`src/design/rpsc_pkg.sv`:
```
// Shared types, widths and constants for the roll PID servo controller.
// No dependencies; every other design file imports this package.
package rpsc_pkg;

  // Field and datapath widths
  localparam int SampleW  = 17;
  localparam int ErrW     = 17;
  localparam int DiffW    = 18;
  localparam int DerivW   = 24;
  localparam int GainW    = 16;
  localparam int ILimW    = 15;
  localparam int PulseW   = 12;
  localparam int DegW     = 12;
  localparam int PhaseW   = 2;
  localparam int CfgIdxW  = 3;
  localparam int CfgDataW = 16;
  localparam int IntegW   = 32;
  localparam int IncW     = 28;
  localparam int KpProdW  = 33;
  localparam int KiProdW  = 33;
  localparam int KdProdW  = 40;
  localparam int CtrlW    = 41;
  localparam int CorrW    = 17;

  // Divide by 50: halve, then multiply by ceil(2^36 / 25) and drop 36 bits
  localparam int          RecipW     = 32;
  localparam logic [31:0] Recip25    = 32'd2748779070;
  localparam int          Div50Shift = 36;

  // Reset values of the configuration registers and held pulse
  localparam logic signed [GainW-1:0]  KpReset    = -16'sd1164;
  localparam logic signed [GainW-1:0]  KiReset    = -16'sd281;
  localparam logic signed [GainW-1:0]  KdReset    = 16'sd0;
  localparam logic        [ILimW-1:0]  ILimReset  = 15'd12800;
  localparam logic        [PulseW-1:0] TrimReset  = 12'd1410;
  localparam logic        [PulseW-1:0] PMinReset  = 12'd600;
  localparam logic        [PulseW-1:0] PMaxReset  = 12'd2400;
  localparam logic        [PulseW-1:0] CLimReset  = 12'd300;
  localparam logic        [PulseW-1:0] HeldReset  = 12'd1410;

  typedef enum logic [PhaseW-1:0] {
    PHASE_CAL  = 2'd0,
    PHASE_HOLD = 2'd1,
    PHASE_RUN  = 2'd2
  } phase_e;

  typedef enum logic [CfgIdxW-1:0] {
    CFG_KP   = 3'd0,
    CFG_KI   = 3'd1,
    CFG_KD   = 3'd2,
    CFG_ILIM = 3'd3,
    CFG_TRIM = 3'd4,
    CFG_PMIN = 3'd5,
    CFG_PMAX = 3'd6,
    CFG_CLIM = 3'd7
  } cfg_idx_e;

endpackage

```
`src/design/rpsc_in_if.sv`:
```
// Request channel of the roll PID servo controller: valid/ready plus sample and phase.
// Depends on rpsc_pkg.
interface rpsc_in_if;
  import rpsc_pkg::*;

  logic                      valid;
  logic                      ready;
  logic signed [SampleW-1:0] roll_sample;
  logic        [PhaseW-1:0]  phase;

  modport source (output valid, output roll_sample, output phase, input ready);
  modport sink   (input valid, input roll_sample, input phase, output ready);
endinterface

```
`src/design/rpsc_out_if.sv`:
```
// Result channel of the roll PID servo controller: valid/ready plus pulse and degrees.
// Depends on rpsc_pkg.
interface rpsc_out_if;
  import rpsc_pkg::*;

  logic                    valid;
  logic                    ready;
  logic        [PulseW-1:0] pulse_width;
  logic signed [DegW-1:0]   control_degrees;

  modport source (output valid, output pulse_width, output control_degrees, input ready);
  modport sink   (input valid, input pulse_width, input control_degrees, output ready);
endinterface

```
`src/design/rpsc_div50.sv`:
```
// Registered signed divide by 50, truncating toward zero, via reciprocal multiply.
// Depends on rpsc_pkg.
module rpsc_div50 (
  input  logic                                clk_i,
  input  logic                                en_i,
  input  logic signed [rpsc_pkg::KiProdW-1:0] prod_i,
  output logic signed [rpsc_pkg::IncW-1:0]    quot_o
);
  import rpsc_pkg::*;

  localparam int MagW  = KiProdW - 1;
  localparam int HalfW = MagW - 1;
  localparam int WideW = HalfW + RecipW;
  localparam int QW    = WideW - Div50Shift;

  logic                      neg;
  logic signed [KiProdW-1:0] prod_neg;
  logic        [MagW-1:0]    mag;
  logic        [HalfW-1:0]   half;
  logic        [WideW-1:0]   wide;
  logic        [QW-1:0]      q;
  logic signed [IncW-1:0]    quot_d;
  logic signed [IncW-1:0]    quot_q;

  always_comb begin
    neg      = prod_i[KiProdW-1];
    prod_neg = -prod_i;
    // magnitude is at most 2^31, so it fits unsigned in one bit less
    mag      = neg ? prod_neg[MagW-1:0] : prod_i[MagW-1:0];
    half     = mag[MagW-1:1];
    wide     = WideW'(half) * WideW'(Recip25);
    q        = wide[WideW-1:Div50Shift];
    quot_d   = neg ? -IncW'(q) : IncW'(q);
  end

  always_ff @(posedge clk_i) begin
    if (en_i) begin
      quot_q <= quot_d;
    end
  end

  assign quot_o = quot_q;

endmodule

```
`src/design/roll_pid_servo_controller_core.sv`:
```
// Roll PID servo controller: offset, error, PID with anti-windup, pulse clamp.
// Takes one request per cycle unless a waiting result stalls the pipeline.
// Five stages (input, error, products, divide by 50, result); the integrator and held pulse
// close their loop inside the last stage. Reset clears the pipeline and state, loads
// the default gains and limits, and sets the held pulse to 1410 us.
// Depends on rpsc_pkg, rpsc_in_if, rpsc_out_if and rpsc_div50.
module roll_pid_servo_controller_core (
  input  logic                               clk_i,
  input  logic                               rst_ni,
  rpsc_in_if.sink                            in_i,
  rpsc_out_if.source                         out_o,
  input  logic                               cfg_we_i,
  input  logic [rpsc_pkg::CfgIdxW-1:0]       cfg_idx_i,
  input  logic [rpsc_pkg::CfgDataW-1:0]      cfg_wdata_i
);
  import rpsc_pkg::*;

  // Configuration registers
  logic signed [GainW-1:0]  kp_q, ki_q, kd_q;
  logic        [ILimW-1:0]  ilim_q;
  logic        [PulseW-1:0] trim_q, pmin_q, pmax_q, clim_q;

  // Persistent state
  logic signed [SampleW-1:0] offset_q;
  logic signed [ErrW-1:0]    prev_err_q;
  logic signed [IntegW-1:0]  integ_q;
  logic        [PulseW-1:0]  held_q;

  // Pipeline stage registers
  logic                      a_v_q, b_v_q, c_v_q, d_v_q, e_v_q;
  logic signed [SampleW-1:0] a_sample_q;
  logic        [PhaseW-1:0]  a_phase_q, b_phase_q, c_phase_q, d_phase_q;
  logic signed [ErrW-1:0]    b_err_q;
  logic signed [DerivW-1:0]  b_deriv_q;
  logic signed [KpProdW-1:0] c_p_q, d_p_q;
  logic signed [KiProdW-1:0] c_i_q;
  logic signed [KdProdW-1:0] c_d_q, d_d_q;
  logic signed [IncW-1:0]    d_inc;
  logic        [PulseW-1:0]  e_pulse_q;
  logic signed [DegW-1:0]    e_deg_q;

  logic free_a, free_b, free_c, free_d, free_e;

  // Stage moves: a slot takes a new item when empty or when its item moves on
  assign free_e     = !e_v_q || out_o.ready;
  assign free_d     = !d_v_q || free_e;
  assign free_c     = !c_v_q || free_d;
  assign free_b     = !b_v_q || free_c;
  assign free_a     = !a_v_q || free_b;
  assign in_i.ready = free_a;

  always_ff @(posedge clk_i or negedge rst_ni) begin
    if (!rst_ni) begin
      kp_q   <= KpReset;
      ki_q   <= KiReset;
      kd_q   <= KdReset;
      ilim_q <= ILimReset;
      trim_q <= TrimReset;
      pmin_q <= PMinReset;
      pmax_q <= PMaxReset;
      clim_q <= CLimReset;
    end else if (cfg_we_i) begin
      case (cfg_idx_e'(cfg_idx_i))
        CFG_KP:   kp_q   <= cfg_wdata_i;
        CFG_KI:   ki_q   <= cfg_wdata_i;
        CFG_KD:   kd_q   <= cfg_wdata_i;
        CFG_ILIM: ilim_q <= cfg_wdata_i[ILimW-1:0];
        CFG_TRIM: trim_q <= cfg_wdata_i[PulseW-1:0];
        CFG_PMIN: pmin_q <= cfg_wdata_i[PulseW-1:0];
        CFG_PMAX: pmax_q <= cfg_wdata_i[PulseW-1:0];
        CFG_CLIM: clim_q <= cfg_wdata_i[PulseW-1:0];
        default: ;
      endcase
    end
  end

  // ---------------- error and derivative ----------------
  logic signed [SampleW-1:0] off_sel;
  logic signed [DiffW-1:0]   err_raw;
  logic signed [ErrW-1:0]    err_d;
  logic signed [DiffW-1:0]   err_diff;
  logic signed [DerivW-1:0]  diff_x;
  logic signed [DerivW-1:0]  deriv_d;

  always_comb begin
    off_sel  = (phase_e'(a_phase_q) == PHASE_CAL) ? a_sample_q : offset_q;
    err_raw  = {off_sel[SampleW-1], off_sel} - {a_sample_q[SampleW-1], a_sample_q};
    // saturate to the 17-bit error range
    if (err_raw[DiffW-1] != err_raw[DiffW-2]) begin
      err_d = err_raw[DiffW-1] ? {1'b1, {(ErrW-1){1'b0}}} : {1'b0, {(ErrW-1){1'b1}}};
    end else begin
      err_d = err_raw[ErrW-1:0];
    end
    err_diff = {err_d[ErrW-1], err_d} - {prev_err_q[ErrW-1], prev_err_q};
    diff_x   = {{(DerivW-DiffW){err_diff[DiffW-1]}}, err_diff};
    // times 50 = 32 + 16 + 2
    deriv_d  = (diff_x <<< 5) + (diff_x <<< 4) + (diff_x <<< 1);
  end

  // ---------------- result stage: integrator loop and pulse ----------------
  logic signed [IntegW:0]   integ_sum, lim_hi, lim_lo, integ_cl;
  logic signed [IntegW-1:0] integ_c, integ_d;
  logic signed [CtrlW-1:0]  ctrl;
  logic signed [CtrlW-17:0] ctrl_hi, ctrl_tr;
  logic signed [CtrlW-17:0] deg_max, deg_min;
  logic signed [DegW-1:0]   deg_d;
  logic signed [CorrW-1:0]  deg_x, corr, clim_p, clim_n;
  logic signed [CorrW-1:0]  pulse_raw, pmin_x, pmax_x, pulse_c;
  logic        [PulseW-1:0] pulse_d;
  logic signed [IntegW-1:0] force_pos;

  always_comb begin
    integ_sum = {integ_q[IntegW-1], integ_q} + (IntegW+1)'(d_inc);
    lim_hi    = {{(IntegW+1-ILimW-8){1'b0}}, ilim_q, 8'd0};
    lim_lo    = -lim_hi;
    if (integ_sum > lim_hi) begin
      integ_cl = lim_hi;
    end else if (integ_sum < lim_lo) begin
      integ_cl = lim_lo;
    end else begin
      integ_cl = integ_sum;
    end
    integ_c = integ_cl[IntegW-1:0];

    ctrl    = CtrlW'(d_p_q) + CtrlW'(integ_c) + CtrlW'(d_d_q);
    // divide by 65536 truncating toward zero
    ctrl_hi = ctrl[CtrlW-1:16];
    ctrl_tr = ctrl_hi + {{(CtrlW-17){1'b0}}, (ctrl[CtrlW-1] && (ctrl[15:0] != 16'd0))};
    deg_max = (CtrlW-16)'(2047);
    deg_min = -(CtrlW-16)'(2048);
    if (ctrl_tr > deg_max) begin
      deg_d = {1'b0, {(DegW-1){1'b1}}};
    end else if (ctrl_tr < deg_min) begin
      deg_d = {1'b1, {(DegW-1){1'b0}}};
    end else begin
      deg_d = ctrl_tr[DegW-1:0];
    end

    deg_x     = CorrW'(deg_d);
    corr      = (deg_x <<< 3) + (deg_x <<< 1);
    clim_p    = {{(CorrW-PulseW){1'b0}}, clim_q};
    clim_n    = -clim_p;
    force_pos = {{(IntegW-PulseW-16){1'b0}}, clim_q, 16'd0};
    // anti-windup: a correction past its limit pins the integrator
    if (corr > clim_p) begin
      integ_d = force_pos;
    end else if (corr < clim_n) begin
      integ_d = -force_pos;
    end else begin
      integ_d = integ_c;
    end

    if (phase_e'(d_phase_q) == PHASE_RUN) begin
      pulse_raw = {{(CorrW-PulseW){1'b0}}, trim_q} + corr;
    end else begin
      pulse_raw = {{(CorrW-PulseW){1'b0}}, held_q};
    end
    pmin_x  = {{(CorrW-PulseW){1'b0}}, pmin_q};
    pmax_x  = {{(CorrW-PulseW){1'b0}}, pmax_q};
    pulse_c = (pulse_raw < pmin_x) ? pmin_x : pulse_raw;
    pulse_c = (pulse_c > pmax_x) ? pmax_x : pulse_c;
    pulse_d = pulse_c[PulseW-1:0];
  end

  // ---------------- control: valids and state ----------------
  always_ff @(posedge clk_i or negedge rst_ni) begin
    if (!rst_ni) begin
      a_v_q      <= 1'b0;
      b_v_q      <= 1'b0;
      c_v_q      <= 1'b0;
      d_v_q      <= 1'b0;
      e_v_q      <= 1'b0;
      offset_q   <= '0;
      prev_err_q <= '0;
      integ_q    <= '0;
      held_q     <= HeldReset;
    end else begin
      if (free_a) a_v_q <= in_i.valid;
      if (free_b) b_v_q <= a_v_q;
      if (free_c) c_v_q <= b_v_q;
      if (free_d) d_v_q <= c_v_q;
      if (free_e) e_v_q <= d_v_q;
      if (free_b && a_v_q) begin
        if (phase_e'(a_phase_q) == PHASE_CAL) begin
          offset_q <= a_sample_q;
        end
        prev_err_q <= err_d;
      end
      if (free_e && d_v_q) begin
        integ_q <= integ_d;
        held_q  <= pulse_d;
      end
    end
  end

  // ---------------- payload registers ----------------
  always_ff @(posedge clk_i) begin
    if (free_a && in_i.valid) begin
      a_sample_q <= in_i.roll_sample;
      a_phase_q  <= in_i.phase;
    end
    if (free_b && a_v_q) begin
      b_err_q   <= err_d;
      b_deriv_q <= deriv_d;
      b_phase_q <= a_phase_q;
    end
    if (free_c && b_v_q) begin
      c_p_q     <= KpProdW'(kp_q) * KpProdW'(b_err_q);
      c_i_q     <= KiProdW'(ki_q) * KiProdW'(b_err_q);
      c_d_q     <= KdProdW'(kd_q) * KdProdW'(b_deriv_q);
      c_phase_q <= b_phase_q;
    end
    if (free_d && c_v_q) begin
      d_p_q     <= c_p_q;
      d_d_q     <= c_d_q;
      d_phase_q <= c_phase_q;
    end
    if (free_e && d_v_q) begin
      e_pulse_q <= pulse_d;
      e_deg_q   <= deg_d;
    end
  end

  rpsc_div50 u_div50 (
    .clk_i  (clk_i),
    .en_i   (free_d && c_v_q),
    .prod_i (c_i_q),
    .quot_o (d_inc)
  );

  assign out_o.valid           = e_v_q;
  assign out_o.pulse_width     = e_pulse_q;
  assign out_o.control_degrees = e_deg_q;

endmodule

```
`src/flat_wrapper.sv`:
```
// flat-port wrapper written by rule: the top's interface ports become plain ports
module roll_pid_servo_controller_core_flat import rpsc_pkg::*;
  (clk_i, rst_ni, cfg_we_i, cfg_idx_i, cfg_wdata_i, in_i_valid, in_i_roll_sample, in_i_phase, in_i_ready, out_o_valid, out_o_pulse_width, out_o_control_degrees, out_o_ready);
  rpsc_in_if in_i_i ();
  rpsc_out_if out_o_i ();
  input  logic clk_i;
  input  logic rst_ni;
  input  logic cfg_we_i;
  input  logic [rpsc_pkg::CfgIdxW-1:0] cfg_idx_i;
  input  logic [rpsc_pkg::CfgDataW-1:0] cfg_wdata_i;
  input wire logic [$bits(in_i_i.valid)-1:0] in_i_valid;
  input wire logic [$bits(in_i_i.roll_sample)-1:0] in_i_roll_sample;
  input wire logic [$bits(in_i_i.phase)-1:0] in_i_phase;
  output wire logic [$bits(in_i_i.ready)-1:0] in_i_ready;
  output wire logic [$bits(out_o_i.valid)-1:0] out_o_valid;
  output wire logic [$bits(out_o_i.pulse_width)-1:0] out_o_pulse_width;
  output wire logic [$bits(out_o_i.control_degrees)-1:0] out_o_control_degrees;
  input wire logic [$bits(out_o_i.ready)-1:0] out_o_ready;
  assign in_i_i.valid = in_i_valid;
  assign in_i_i.roll_sample = in_i_roll_sample;
  assign in_i_i.phase = in_i_phase;
  assign in_i_ready = in_i_i.ready;
  assign out_o_valid = out_o_i.valid;
  assign out_o_pulse_width = out_o_i.pulse_width;
  assign out_o_control_degrees = out_o_i.control_degrees;
  assign out_o_i.ready = out_o_ready;
  roll_pid_servo_controller_core u_core (.clk_i(clk_i), .rst_ni(rst_ni), .in_i(in_i_i), .out_o(out_o_i), .cfg_we_i(cfg_we_i), .cfg_idx_i(cfg_idx_i), .cfg_wdata_i(cfg_wdata_i));
endmodule
```
`config.mk`:
```
export PLATFORM = sky130hd
export DESIGN_NAME = roll_pid_servo_controller_core_flat
export DESIGN_NICKNAME = d
export VERILOG_FILES = /design/src/design/rpsc_pkg.sv /design/src/design/rpsc_in_if.sv /design/src/design/rpsc_out_if.sv /design/src/design/rpsc_div50.sv /design/src/design/roll_pid_servo_controller_core.sv /design/src/flat_wrapper.sv
export SDC_FILE = /design/constraint.sdc
export NUM_CORES = 2
export LEC_CHECK = 0
export ABC_CLOCK_PERIOD_IN_PS = 17200
export BUFFER_PORTS_ARGS = -buffer_cell sky130_fd_sc_hd__buf_4
export CELL_PAD_IN_SITES_DETAIL_PLACEMENT = 0
export CELL_PAD_IN_SITES_GLOBAL_PLACEMENT = 1
export CORE_MARGIN = 2
export CORE_UTILIZATION = 48
export CTS_CLUSTER_DIAMETER = 80
export DETAILED_ROUTE_END_ITERATION = 7
export PLACE_DENSITY = 0.79
export SYNTH_ARGS = -nofsm -noshare
export SYNTH_HDL_FRONTEND = slang
export SYNTH_SLANG_ARGS = --single-unit
```
`constraint.sdc`:
```
create_clock -name clk_i -period 17.2 [get_ports clk_i]
set_input_delay 1.72 -clock clk_i [delete_from_list [all_inputs] [get_ports clk_i]]
set_output_delay 1.72 -clock clk_i [all_outputs]
set_load 0.01 [all_outputs]
```
After elaboration in Yosys (flattened, before gate mapping)
Cells that the tools add are included.

Register bits after elaboration: 491. Input port bits: 43. Output and inout bits: 26. Word-level logic and storage cells: 110.

$add $sub $neg: 15. $mul: 4. $lt $le $gt $ge: 8. Eq/ne operators: 9. Muxes and demuxes: 14. Reduce and logical (&&, ||, !) cells: 27.

Operators with widths (number): $mux 32 (5); $mux 17 (5); $mul 16x17->33 (2); $mul 31x31->62 const B (1); $add 34x40->41 (1); $mul 16x24->40 (1); $mux 12 (3); $sub 17x17->18 (2); $add 33x32->34 (1); $gt 17x13->1 (2); $add 32x28->33 (1); $gt 33x24->1 (1); $lt 33x33->1 (1); $neg 23->33 (1); $neg 28->32 (1); $neg 32->32 (1); $neg 27->28 (1); $mux 27 (1); $add 25x1->25 (1); $gt 25x12->1 const B (1); $lt 25x12->1 const B (1); $add 23x22->24 (1); $add 24x19->24 (1); $add 12x17->17 (1); 16 further kinds (40).

Logic depth before layout (Yosys ltp)
Depth in word-level cells: 19. Depth in mapped cells: 92. Mapped depth without buffers: 85.

Modules after synthesis
Synthesis repeated with hierarchy kept, for this count alone.

Cells, all modules: 8351. Area total of the unflattened synthesis: 81184.1 um2.

By module, submodules not included: roll_pid_servo_controller_core (times used 1, cells each 6261, area an instance 61671.6 um2, sequential area each 12901.1 um2); rpsc_div50 (times used 1, cells each 2090, area an instance 19512.5 um2, sequential area each 840.8 um2).

Least setup slack after synthesis
Ideal clock, no wire load.

Kind: register to register. From: reg u_core.u_div50.quot_q[1], in the netlist u_core.u_div50.quot_o[1]. To: reg u_core.e_pulse_q[10], in the netlist u_core.out_o.pulse_width[10], data pin. Setup time: 260 ps. Arrival: 16836 ps. Required time: 16940 ps. Setup slack: 103 ps. Stages on the path, launching flop included: 83. Path buffers: 8. Period minus slack after synthesis: 17097 ps. Cells stage by stage: edfxtp_1 > ha_1 > a211oi_1 > o21a_1 > o211ai_1 > a221o_1 > and4_1 > o2111a_1 > or2_2 > a311oi_1 > inv_1 > ha_1 > nand4_1 > or2_2 > nor2_1 > a211o_1 > clkbuf_1 > clkbuf_1 > [47 not listed] > ha_1 > clkbuf_1 > clkbuf_1 > nor2_1 > a21oi_1 > ha_1 > nor2b_1 > o21a_1 > o21a_1 > o21ai_0 > a21oi_1 > o31a_1 > o21a_1 > o21a_1 > o21ai_0 > a21oi_4 > buf_12 > mux2_4.

Longest elaborated chain between the ends: 19. Elaborated cells between the ends (all ways): 21. Those cells by class: add/sub (6); order compare (6); mux (7); reduce/logical (2).

Ends and longest elaborated chain: start: declaration (RTL line rpsc_div50.sv:23) `logic signed [IncW-1:0] quot_q;`; start signal: assignment (RTL line rpsc_div50.sv:38) `quot_q <= quot_d;`; $add 32x28->33 * (RTL line roll_pid_servo_controller_core.sv:113) `integ_sum = {integ_q[IntegW-1], integ_q} + (IntegW+1)'(d_inc);`; $lt 33x33->1 (RTL line roll_pid_servo_controller_core.sv:118) `end else if (integ_sum < lim_lo) begin`; $mux 32 (RTL line roll_pid_servo_controller_core.sv:118); $mux 32 * (RTL line roll_pid_servo_controller_core.sv:116) `if (integ_sum > lim_hi) begin`; $add 33x32->34 * (RTL line roll_pid_servo_controller_core.sv:125) `ctrl = CtrlW'(d_p_q) + CtrlW'(integ_c) + CtrlW'(d_d_q);`; $add 34x40->41 * (RTL line roll_pid_servo_controller_core.sv:125); $reduce_bool 16->1 (RTL line roll_pid_servo_controller_core.sv:128) `ctrl_tr = ctrl_hi + {{(CtrlW-17){1'b0}}, (ctrl[CtrlW-1] && (ctrl[15:0] != 16'd0))};`; $logic_and 1x1->1 (RTL line roll_pid_servo_controller_core.sv:128); [5 not listed]; net u_core.corr[2] (RTL line roll_pid_servo_controller_core.sv:107) `logic signed [CorrW-1:0] deg_x, corr, clim_p, clim_n;`; $add 12x17->17 * (RTL line roll_pid_servo_controller_core.sv:154) `pulse_raw = {{(CorrW-PulseW){1'b0}}, trim_q} + corr;`; $mux 17 * (RTL line roll_pid_servo_controller_core.sv:153) `if (phase_e'(d_phase_q) == PHASE_RUN) begin`; $lt 17x13->1 (RTL line roll_pid_servo_controller_core.sv:160) `pulse_c = (pulse_raw < pmin_x) ? pmin_x : pulse_raw;`; $mux 17 * (RTL line roll_pid_servo_controller_core.sv:160); $gt 17x13->1 (RTL line roll_pid_servo_controller_core.sv:161) `pulse_c = (pulse_c > pmax_x) ? pmax_x : pulse_c;`; $mux 12 * (RTL line roll_pid_servo_controller_core.sv:161); net u_core.pulse_c[10] (RTL line roll_pid_servo_controller_core.sv:108) `logic signed [CorrW-1:0] pulse_raw, pmin_x, pmax_x, pulse_c;`; end signal: assignment (RTL line roll_pid_servo_controller_core.sv:219) `e_pulse_q <= pulse_d;`; end: declaration (RTL line roll_pid_servo_controller_core.sv:39) `logic [PulseW-1:0] e_pulse_q;`.

The timed path passes the listed nets; every way through them passes the cells marked *. A chain may end at the register's enable or synchronous reset.

Worst setup path after layout
From: reg u_core.u_div50.quot_q[4], in the netlist u_core.u_div50.quot_o[4]. To: reg u_core.e_pulse_q[2], in the netlist u_core.out_o.pulse_width[2], data pin.

Longest elaborated chain between the ends: 19. Elaborated cells between the ends (all ways): 21. Those cells by class: add/sub (6); order compare (6); mux (7); reduce/logical (2).

Ends and longest elaborated chain: $add 32x28->33 * (RTL line roll_pid_servo_controller_core.sv:113); $lt 33x33->1 (RTL line roll_pid_servo_controller_core.sv:118); $mux 32 (RTL line roll_pid_servo_controller_core.sv:118); $mux 32 * (RTL line roll_pid_servo_controller_core.sv:116); $add 33x32->34 * (RTL line roll_pid_servo_controller_core.sv:125); $add 34x40->41 * (RTL line roll_pid_servo_controller_core.sv:125); $reduce_bool 16->1 (RTL line roll_pid_servo_controller_core.sv:128); $logic_and 1x1->1 (RTL line roll_pid_servo_controller_core.sv:128); [4 not listed]; net u_core.deg_d[4] (RTL line roll_pid_servo_controller_core.sv:106) `logic signed [DegW-1:0] deg_d;`; $add 15x13->16 * (RTL line roll_pid_servo_controller_core.sv:140) `corr = (deg_x <<< 3) + (deg_x <<< 1);`; $add 12x17->17 * (RTL line roll_pid_servo_controller_core.sv:154); $mux 17 * (RTL line roll_pid_servo_controller_core.sv:153); $lt 17x13->1 (RTL line roll_pid_servo_controller_core.sv:160); $mux 17 * (RTL line roll_pid_servo_controller_core.sv:160); $gt 17x13->1 (RTL line roll_pid_servo_controller_core.sv:161); $mux 12 * (RTL line roll_pid_servo_controller_core.sv:161); net u_core.pulse_c[2] (RTL line roll_pid_servo_controller_core.sv:108).

Marks and branches as above.

==> results.json <==
{
  "finalCritPeriodShare_pct": 96.0,
  "muxShareOfSynthArea_pct": 2.57,
  "synthAdderAreaFrac_pct": 47.3,
  "synthFlopType": "edfxtp_1",
  "ys_seq_area_share_pct": 17.0,
  "path_max_fanout": 7,
  "syn_area_per_cell_sq_um": 9.87,
  "die_x_um": 414,
  "syn_area_sq_um": 80800,
  "slew_violations": 0,
  "core_area_sq_um": 167000,
  "clk_pin_slew_worst_paths_ns": 0.06,
  "mappedNetlistNets": 10475,
  "fin_cells": 10671,
  "num_rows": 150,
  "syn_to_final_growth_pct": 9.86,
  "firstDrtPassIters": 5,
  "cts_made_buffers": 67,
  "multiInputGateArea_sq_um": 60500,
  "synth-simple-area-share_pct": 12.0,
  "grt_use_total_pct": 27.2,
  "whs_ns": 0.397,
  "seq_area_sq_um": 13700,
  "critPathLaunchType": "flip-flop",
  "cts_tree": "yes",
  "port_buffers": 68,
  "drt-initial-drc-count": 3507,
  "final_cell_mix": "1705 x inv_1, 1347 x fa_1, 874 x ha_1",
  "synth_warnings": 0,
  "gr-total-overflow": 0,
  "outcome": "completed",
  "start_util_pct": 48.3,
  "clk_path_buf_depth": 3,
  "synth_cell_types": 105,
  "htreeDepth": 3,
  "worstPathRequired_ns": 17.61,
  "hold_viol": 0,
  "cp_slowest_cell": "fa_1",
  "dp_hpwl_mm": 186,
  "max_stage_delay_ns": 0.51,
  "drive_gt1_share_pct": 10.6,
  "synth-edff-count": 294,
  "layout_commonest_cell": "inv_1",
  "vias": 58229,
  "ios": 69,
  "tns_ns": 0,
  "hold_path_class": "flip-flop to flip-flop",
  "crit_path_frequent_cell": "buf_4",
  "tightest_slew_ns": 1.17,
  "clock_skew_ns": 0.0333,
  "clock-sinks": 488,
  "place_congestion": 0.966,
  "clk_latency_ns": 0.66,
  "timing.final.ws_setup_ns": 0.681,
  "synth_top_family_by_area": "adder cells",
  "crit_type": "flip-flop to flip-flop",
  "fill_cells": 15060,
  "synth-xor-area-share_pct": 3.58,
  "worstPathArrival_ns": 16.93,
  "wl_per_cell_um": 21.5,
  "synth_seq_cells": 488,
  "clock-root-buffer": "clkbuf_16",
  "antenna_found_initial": 17,
  "syn_inst": 8190,
  "dp_cells": 10493,
  "grt_start_max_net_pins": 111,
  "die_area_sq_um": 172000,
  "finalCriticalPeriod_ns": 16.52,
  "wirelength_mm": 229,
  "antenna_left": 0,
  "viasPerCell": 5.46,
  "maxCapViolCount": 0,
  "max_freq_mhz": 60.5,
  "grt_pass1_wl_mm": 361,
  "grt_pass1_vias": 62094,
  "async_reset_ff_share_pct": 39.8,
  "die_h_um": 414,
  "setup_viol_count_final": 0,
  "max_slew_margin_pct": 21.6,
  "worstSetupEndpointType": "flip-flop",
  "synth_compound_gate_area_share_pct": 8.45,
  "final_nets": 10686,
  "place_ws_ns": -0.559,
  "post-route-drc-count": 0,
  "cts_hold_buf": 0
}
path summary, 6_finish.rpt:
check / from / to / slack, ns / cells after the start
setup reg to reg: u_core.u_div50.quot_o[4]$_DFFE_PP_ / u_core.out_o.pulse_width[2]$_DFFE_PP_ / 0.68 / 84
setup / recovery: u_core.u_div50.quot_o[4]$_DFFE_PP_ / u_core.out_o.pulse_width[2]$_DFFE_PP_ / 0.68 / 84
hold reg to reg: u_core.c_p_q[17]$_DFFE_PP_ / u_core.d_p_q[17]$_DFFE_PP_ / 0.40 / 0
max in group asynchronous: rst_ni / u_core.offset_q[8]$_DFFE_PN0P_ / 14.89 / 2
min in group asynchronous: rst_ni / u_core.trim_q[11]$_DFFE_PN0P_ / 1.07 / 1
hold / removal: u_core.c_p_q[17]$_DFFE_PP_ / u_core.d_p_q[17]$_DFFE_PP_ / 0.40 / 0
layout make-up:
type	instances	area share [%]
Multi-Input combinational cell	5745	68.1
Sequential cell	488	15.5
Inverter	1709	7.23
Timing Repair Buffer	390	3.50
Tap cell	2204	3.11
Clock buffer	86	2.10
Clock inverter	38	0.417
Antenna cell	11	0.0310
logic make-up (layout without fill, tap and decap cells):
group,Yosys count,after routing
fa+ha+maj,2243,2243
simple gates,1965,1965
buf+inv,1957,2223
compound gates,1026,1026
flops,488,488
xor+xnor,328,328
mux,183,183
other cells,0,11
per-layer routing:
layer / vias up / GRT usage, % / share of wire (%) / routed length [um]
met5: - / 0 / 0.017 / 38
met4: 6 / 9.54 / 3.8 / 8720
met3: 369 / 3.43 / 5.1 / 11600
met2: 1492 / 45.6 / 48 / 111000
met1: 29746 / 36.3 / 43 / 98500
li1: 26616 / - / - / -
worst max-delay path, delay by kind of cell (launching register included):
kind / cells / cell delay [ns]
AOI/OAI and AO/OA: 37 / 6.33
and+or+nand+nor: 19 / 3.55
adders and majority gates: 10 / 3.16
buffers and inverters: 12 / 1.90
muxes: 2 / 0.48
xor gates and xnor gates: 4 / 0.47
DFF: 1 / 0.37
Yosys cell counts (153+ instances only):
| cell type | count | share of area (%) |
|---|---|---|
| edfxtp_1 | 294 | 11 |
| o21ai_0 | 215 | 1.3 |
| ha_1 | 892 | 14 |
| nor2_1 | 271 | 1.3 |
| mux2_2 | 153 | 2.1 |
| nand2_1 | 764 | 3.5 |
| a21oi_1 | 258 | 1.6 |
| and2_1 | 385 | 3.0 |
| xnor2_1 | 240 | 2.6 |
| inv_1 | 1706 | 7.9 |
| clkbuf_1 | 225 | 1.0 |
| fa_1 | 1350 | 33 |
state kept, by name, summed over array words and instances (netlist names), 15 cells and up:
| signal | cells |
|---|---|
| u_core.a_sample_q | 17 |
| u_core.prev_err_q | 17 |
| u_core.ilim_q | 15 |
| u_core.kd_q | 16 |
| u_core.b_err_q | 17 |
| u_core.integ_q | 32 |
| u_core.b_deriv_q | 23 |
| u_core.u_div50.quot_o | 28 |
| u_core.c_i_q | 33 |
| u_core.ki_q | 16 |
| u_core.kp_q | 16 |
| u_core.d_d_q | 39 |
| u_core.d_p_q | 33 |
| u_core.c_p_q | 33 |
| u_core.offset_q | 17 |
| u_core.c_d_q | 39 |
repair_timing:
action                                  CTS  global route
endpoints found under the setup margin   24            24
buffers inserted                          1            39
gates cloned                              0             5
pin swaps                                 1            61
resized for setup                        14           174
stage by stage:
step	cell area (sq um)	util, %
after floorplan	80800	-
after global placement	85300	51.0
after detailed placement	85300	51.0
after CTS	87600	52.4
after global routing	88700	53.1
final	88800	53.1
Power is left out: the tool's default activity adds up to more than one toggle a clock period on the data nets, which glitch-free logic cannot reach.
